`config.mk`:
```
export PLATFORM = sky130hd
export DESIGN_NAME = dotted_quad_address_parser_unit
export DESIGN_NICKNAME = d
export VERILOG_FILES = /design/src/hw/rtl/dqap_pkg.sv /design/src/hw/rtl/dqap_in_reg.sv /design/src/hw/rtl/dqap_parser.sv /design/src/hw/rtl/dotted_quad_address_parser_unit.sv
export SDC_FILE = /design/constraint.sdc
export NUM_CORES = 1
export LEC_CHECK = 0
export BUFFER_PORTS_ARGS = -buffer_cell sky130_fd_sc_hd__buf_2
export CAP_MARGIN = 40
export CELL_PAD_IN_SITES_DETAIL_PLACEMENT = 1
export CELL_PAD_IN_SITES_GLOBAL_PLACEMENT = 1
export CORE_UTILIZATION = 45
export DETAILED_ROUTE_END_ITERATION = 8
export PLACE_DENSITY = 0.8
export SKIP_LAST_GASP = 1
export SYNTH_ARGS = -nofsm -noshare
export SYNTH_HDL_FRONTEND = slang
export SYNTH_SLANG_ARGS = --single-unit
export TNS_END_PERCENT = 100
```
`constraint.sdc`:
```
create_clock -name clk -period 5.26 [get_ports clk]
set_clock_uncertainty 0.05 [all_clocks]
set_input_delay 0.263 -clock clk [delete_from_list [all_inputs] [get_ports clk]]
set_output_delay 0.263 -clock clk [all_outputs]
set_load 0.005 [all_outputs]
```
`src/hw/rtl/dqap_pkg.sv`:
```
// types and constants shared by the dotted-quad address parser
package dqap_pkg;

  // parse phase of the current string
  typedef enum logic [1:0] {
    PH_LEAD = 2'd0,  // skipping leading spaces
    PH_ADDR = 2'd1,  // inside the address
    PH_DONE = 2'd2,  // ended by a trailing space
    PH_ERR  = 2'd3   // error seen, ignore until end
  } phase_t;

  localparam logic [7:0]  CHAR_SPACE = 8'h20;
  localparam logic [7:0]  CHAR_DOT   = 8'h2E;
  localparam logic [7:0]  CHAR_ZERO  = 8'h30;
  localparam logic [7:0]  CHAR_NINE  = 8'h39;
  localparam logic [11:0] OCTET_MAX  = 12'd255;
  localparam logic [1:0]  MAX_DOTS   = 2'd3;

  // one registered input word
  typedef struct packed {
    logic [7:0] character;
    logic       char_present;
    logic       end_of_string;
  } item_t;

  // one result word
  typedef struct packed {
    logic        ok;
    logic [31:0] address;
  } result_t;

endpackage

```
`src/hw/rtl/dqap_in_reg.sv`:
```
// input register stage of the dotted-quad address parser
module dqap_in_reg (
  input  logic            clk,
  input  logic            rst,
  input  logic            in_valid,
  output logic            in_ready,
  input  dqap_pkg::item_t in_item,
  output logic            item_valid,
  output dqap_pkg::item_t item,
  input  logic            item_taken
);

  assign in_ready = !item_valid || item_taken;

  always_ff @(posedge clk) begin
    if (rst) begin
      item_valid <= 1'b0;
    end else if (in_ready) begin
      item_valid <= in_valid;
    end
  end

  always_ff @(posedge clk) begin
    if (in_ready && in_valid) begin
      item <= in_item;
    end
  end

endmodule

```
`src/hw/rtl/dqap_parser.sv`:
```
// parse state update and result register of the dotted-quad address parser
module dqap_parser (
  input  logic                clk,
  input  logic                rst,
  input  logic                item_valid,
  input  dqap_pkg::item_t     item,
  output logic                item_taken,
  output logic                res_valid,
  input  logic                res_ready,
  output dqap_pkg::result_t   res
);

  dqap_pkg::phase_t phase, phase_next;
  logic [7:0]  octet_value, octet_value_next;
  logic [1:0]  dot_count, dot_count_next;
  logic [23:0] upper_octets, upper_octets_next;
  logic [11:0] digit_sum;
  logic        is_digit;
  logic        in_addr;
  logic        good;
  dqap_pkg::result_t res_next;

  // a word without end always moves on; a word with end needs the result slot
  assign item_taken = item_valid &&
                      (!item.end_of_string || !res_valid || res_ready);

  assign is_digit  = (item.character >= dqap_pkg::CHAR_ZERO) &&
                     (item.character <= dqap_pkg::CHAR_NINE);
  // octet * 10 + digit
  assign digit_sum = {1'b0, octet_value, 3'b000} + {3'b000, octet_value, 1'b0}
                   + {4'd0, item.character - dqap_pkg::CHAR_ZERO};
  assign in_addr   = (phase == dqap_pkg::PH_ADDR) ||
                     ((phase == dqap_pkg::PH_LEAD) && (item.character != dqap_pkg::CHAR_SPACE));

  // next parse state after this character
  always_comb begin
    phase_next        = phase;
    octet_value_next  = octet_value;
    dot_count_next    = dot_count;
    upper_octets_next = upper_octets;
    if (item.char_present && in_addr) begin
      phase_next = dqap_pkg::PH_ADDR;
      if (item.character == dqap_pkg::CHAR_DOT) begin
        if (dot_count == dqap_pkg::MAX_DOTS) begin
          phase_next = dqap_pkg::PH_ERR;
        end else begin
          dot_count_next    = dot_count + 2'd1;
          upper_octets_next = {upper_octets[15:0], octet_value};
          octet_value_next  = 8'd0;
        end
      end else if (is_digit) begin
        if (digit_sum > dqap_pkg::OCTET_MAX) begin
          phase_next = dqap_pkg::PH_ERR;
        end else begin
          octet_value_next = digit_sum[7:0];
        end
      end else if (item.character == dqap_pkg::CHAR_SPACE) begin
        phase_next = dqap_pkg::PH_DONE;
      end else begin
        phase_next = dqap_pkg::PH_ERR;
      end
    end
  end

  // result seen on the end word
  always_comb begin
    good = ((phase_next == dqap_pkg::PH_ADDR) || (phase_next == dqap_pkg::PH_DONE)) &&
           (dot_count_next == dqap_pkg::MAX_DOTS);
    res_next.ok      = good;
    res_next.address = good ? {upper_octets_next, octet_value_next} : 32'd0;
  end

  always_ff @(posedge clk) begin
    if (rst) begin
      phase        <= dqap_pkg::PH_LEAD;
      octet_value  <= 8'd0;
      dot_count    <= 2'd0;
      upper_octets <= 24'd0;
    end else if (item_taken) begin
      if (item.end_of_string) begin
        phase        <= dqap_pkg::PH_LEAD;
        octet_value  <= 8'd0;
        dot_count    <= 2'd0;
        upper_octets <= 24'd0;
      end else begin
        phase        <= phase_next;
        octet_value  <= octet_value_next;
        dot_count    <= dot_count_next;
        upper_octets <= upper_octets_next;
      end
    end
  end

  always_ff @(posedge clk) begin
    if (rst) begin
      res_valid <= 1'b0;
    end else if (item_taken && item.end_of_string) begin
      res_valid <= 1'b1;
    end else if (res_ready) begin
      res_valid <= 1'b0;
    end
  end

  always_ff @(posedge clk) begin
    if (item_taken && item.end_of_string) begin
      res <= res_next;
    end
  end

endmodule

```
`src/hw/rtl/dotted_quad_address_parser_unit.sv`:
```
// top level: dotted-quad ipv4 address parser, one character per word
// an end word passes the input register, then the result register, and waits
//   in the input register while the result slot is full
// throughput: one word per cycle, except that an end word stalls while the result
//   slot is full; the octet update (octet * 10 + digit and compare) is combinational
// reset: rst (synchronous) empties both registers and returns the parser
//   to the leading-spaces phase with all octets and the dot count cleared
module dotted_quad_address_parser_unit (
  input  logic        clk,
  input  logic        rst,
  // input words
  input  logic        s_axis_tvalid,
  output logic        s_axis_tready,
  input  logic [7:0]  s_axis_tdata,   // [7:0] character
  input  logic        s_axis_tuser,   // [0] char_present
  input  logic        s_axis_tlast,   // end_of_string
  // result words
  output logic        m_axis_tvalid,
  input  logic        m_axis_tready,
  output logic [31:0] m_axis_tdata,   // [31:0] address
  output logic        m_axis_tuser    // [0] ok
);

  dqap_pkg::item_t   in_item;
  dqap_pkg::item_t   item;
  dqap_pkg::result_t res;
  logic              item_valid;
  logic              item_taken;

  assign in_item.character     = s_axis_tdata;
  assign in_item.char_present  = s_axis_tuser;
  assign in_item.end_of_string = s_axis_tlast;

  // input register; refills in the same cycle its word moves on
  dqap_in_reg u_in_reg (
    .clk        (clk),
    .rst        (rst),
    .in_valid   (s_axis_tvalid),
    .in_ready   (s_axis_tready),
    .in_item    (in_item),
    .item_valid (item_valid),
    .item       (item),
    .item_taken (item_taken)
  );

  // parse state and result register; stalls only an end word on a full slot
  dqap_parser u_parser (
    .clk        (clk),
    .rst        (rst),
    .item_valid (item_valid),
    .item       (item),
    .item_taken (item_taken),
    .res_valid  (m_axis_tvalid),
    .res_ready  (m_axis_tready),
    .res        (res)
  );

  assign m_axis_tdata = res.address;
  assign m_axis_tuser = res.ok;

endmodule

```
==> run metrics <==
PnR worst setup slack 1.123 ns; MaxCap Viol Count 0; core region area 0.008678 mm^2; Worst Hold Class primary input to register; HPWL after DPL 6.887 mm; global-route usage over all layers 0.2378; Avg Inst Size Synth 10.03 um^2; Die W 96.30 um; Post-Route WL 10.07 mm; kind of critical path register to register; Min-Delay Startpoint s_axis_tlast; Crit Path Max Fanout 33; Yosys top cell by area edfxtp_1; asr flop ratio synth 0; num rows 34; routed vias 3,237; met1 usage 0.2962; Worst Hold Path EP u_in_reg.item[0]; pin count of the biggest net entering global routing 35; DRT Pass-1 Iters 5; vias in the first global route around 3,300; Post-CTS Resized 0; fin crit share 0.7864; outcome finished, final reports clean; Yosys cell types 55; Post-synth top cells nand2_1 (69), edfxtp_1 (43), a21oi_1 (39); met2 usage 0.4084; CTS HTree Levels 3; root buffer cell clkbuf_8; area of the multi-input gates ~0.0018 mm^2; final hold vios 0; setup TNS 0 ns; io pins 49; Placed Area 0.004357 mm^2; clk slew on worst S/H paths 0.10 ns; FF/Latch Area between 0.002 and 0.0025 mm^2; R2R setup slack 1.12 ns; post-route ant nets 0; nets 481; fin crit period slightly above 4 ns; sequential share of the synthesized area 0.5128; die area 0.009273 mm^2; placed cells roughly 540; GRT busiest layer met2; post-synthesis instance total roughly 400; design area 0.004574 mm^2; met3 Usage GRT 0.03791; area delta synth->final 14.32%; DR iter-0 viols 172; Top FF cell, synth edfxtp_1; first-pass GRT wire length ~16 mm; worst-path cell chain ha_1 > xor2_1 > fa_1 > inv_1 > ha_1 > o211a_1 > o31a_1 > or3_1 > a211o_1 > o31a_1 > nor3_4 > buf_4 > a21oi_1; Post-Syn Area between 0.004 and 0.005 mm^2; # hold bufs at CTS 0; Cell Pwr Density 268.7 mW/mm^2; Slew HR 0.5900; Yosys top cell area share 0.3227; r2r worst-path depth 13; crit path DAT 4.20 ns; Worst Max-Slew Pin Slew 0.6149 ns; VDD IR-drop max 138.7 uV; WHS Path Cells 1; Max Fclk ~240 MHz; Area contributors post-synth edfxtp_1 (32%), dfxtp_1 (19%), nand2_1 (6.5%), a22oi_1 (5.1%), a21oi_1 (4.9%); WL/cell 17.96 um; antenna violations before repair 0; Post-synth EDFFs 43; CP endpoint kind register; global placement routability congestion 0.8246; crit start category register; Hold WS 0.01766 ns; number of fill cells approximately 990; Longest Clk Path Bufs 2; clk sink count 81; worst reg2reg endpoint u_parser.res[23]; setup violation total in the final timing report 0; share of cells above drive strength 1 0.2053; vias per cell 5.770; Slew Limit Fails 0; Leak 1.750 nW; CTS buffer count 9; Clock Latency Late Sink roughly 0.37 ns; RSZ-0062 raised after global routing false; Initial Utilization 0.4611; # Post-CTS Setup Buffers 0; residual DRC count 0; syn_nets 432; worst slack, placed 0.9575 ns; Reg-to-Reg Start u_in_reg.item[6]; GRT overflow 0; Seq cells post-synth a little over 80; most common cell in the netlist nand2_1; Worst Path Required 5.32 ns; CP max-delay cell fa_1; CTS tree yes; n_diodes 0; IO buf count 48; Die H 96.30 um; Worst path max stage delay 0.49 ns; synth warn 0; post-route insts no fill 561
## report_power, final
| group | leakage [nW] | switching (W) | internal (W) |
|---|---|---|---|
| registers | 0.758 | 0.00000879 | 0.000671 |
| logic | 0.888 | 0.0000400 | 0.0000231 |
| clock network | 0.104 | 0.000257 | 0.000229 |
## state kept, by name (all words and copies together) (netlist names)
name,count
u_parser.res,33
u_parser.upper_octets,24
u_parser.octet_value,8
u_in_reg.item_valid,1
u_parser.res_valid,1
u_parser.dot_count,2
u_in_reg.item,10
u_parser.phase,2
## logic make-up after synthesis
kind of cell | after synthesis | synth area share
AO/OA/AOI/OAI | 111 | 0.1911
XOR/XNOR | 6 | 0.01313
adder cells (fa/ha/maj) | 19 | 0.07067
buffers and inverters | 42 | 0.04847
flip-flops | 81 | 0.5128
AND/OR/NAND/NOR | 140 | 0.1639
## critical path: cells and delay by family (launching register included)
kind	cells	cell delay, ns
AOI/OAI and AO/OA	5	1.14
xor gates and xnor gates	1	0.19
adders and majority gates	3	1.13
buffers and inverters	2	0.40
DFF	1	0.47
and+or+nand+nor	2	0.50
## stage by stage
stage	util	power [W]
final	0.5271	0.001229
after global routing	0.5271	0.001267
after CTS	0.5265	0.001237
after detailed placement	0.5020	0.0007571
after global placement	0.4980	0.0007536
after floorplan	-	0.0007340
## placed cells by master (no fill, tap or decap), types with 3 or more instances in the layout
| cell type | netlist | final |
|---|---|---|
| a21oi_1 | 39 | 39 |
| a22o_1 | 4 | 4 |
| a22o_2 | 5 | 5 |
| a22oi_1 | 27 | 27 |
| a2bb2oi_1 | 6 | 6 |
| a31oi_1 | 3 | 3 |
| and2_1 | 3 | 3 |
| buf_2 | 0 | 49 |
| buf_4 | 1 | 6 |
| clkbuf_8 | 1 | 9 |
| dfxtp_1 | 38 | 38 |
| edfxtp_1 | 43 | 43 |
| fa_1 | 6 | 6 |
| ha_1 | 13 | 13 |
| inv_1 | 24 | 24 |
| inv_6 | 0 | 3 |
| nand2_1 | 69 | 69 |
| nand3_1 | 5 | 5 |
| nor2_1 | 35 | 35 |
| nor3_1 | 7 | 6 |
| o21ai_0 | 6 | 6 |
| or3_1 | 3 | 3 |
| xnor2_1 | 4 | 4 |
## worst max path at each step
stage,startpoint,to,depth (start not counted)
after floorplan,u_in_reg.item[6],u_parser.res[7],13
after global placement,u_in_reg.item[6],u_parser.res[3],12
after detailed placement,u_in_reg.item[6],u_parser.res[3],12
after CTS,u_in_reg.item[6],u_parser.res[3],12
after global routing,u_in_reg.item[6],u_parser.res[23],13
final,u_in_reg.item[6],u_parser.res[23],13
## layout make-up
cell class	instances	area share
Timing Repair Buffer	56	0.06947
Clock buffer	9	0.02708
Clock inverter	7	0.01942
Inverter	24	0.01969
Multi-Input combinational cell	276	0.3862
Sequential cell	81	0.4486
Tap cell	108	0.02954
## metal layers
layer	wire length, um	vias up
met1	4367	1602
li1	-	1529
met5	0	-
met2	5008	92
met3	561	14
met4	135	0
Note: power is estimated with default switching activity, not from simulation.
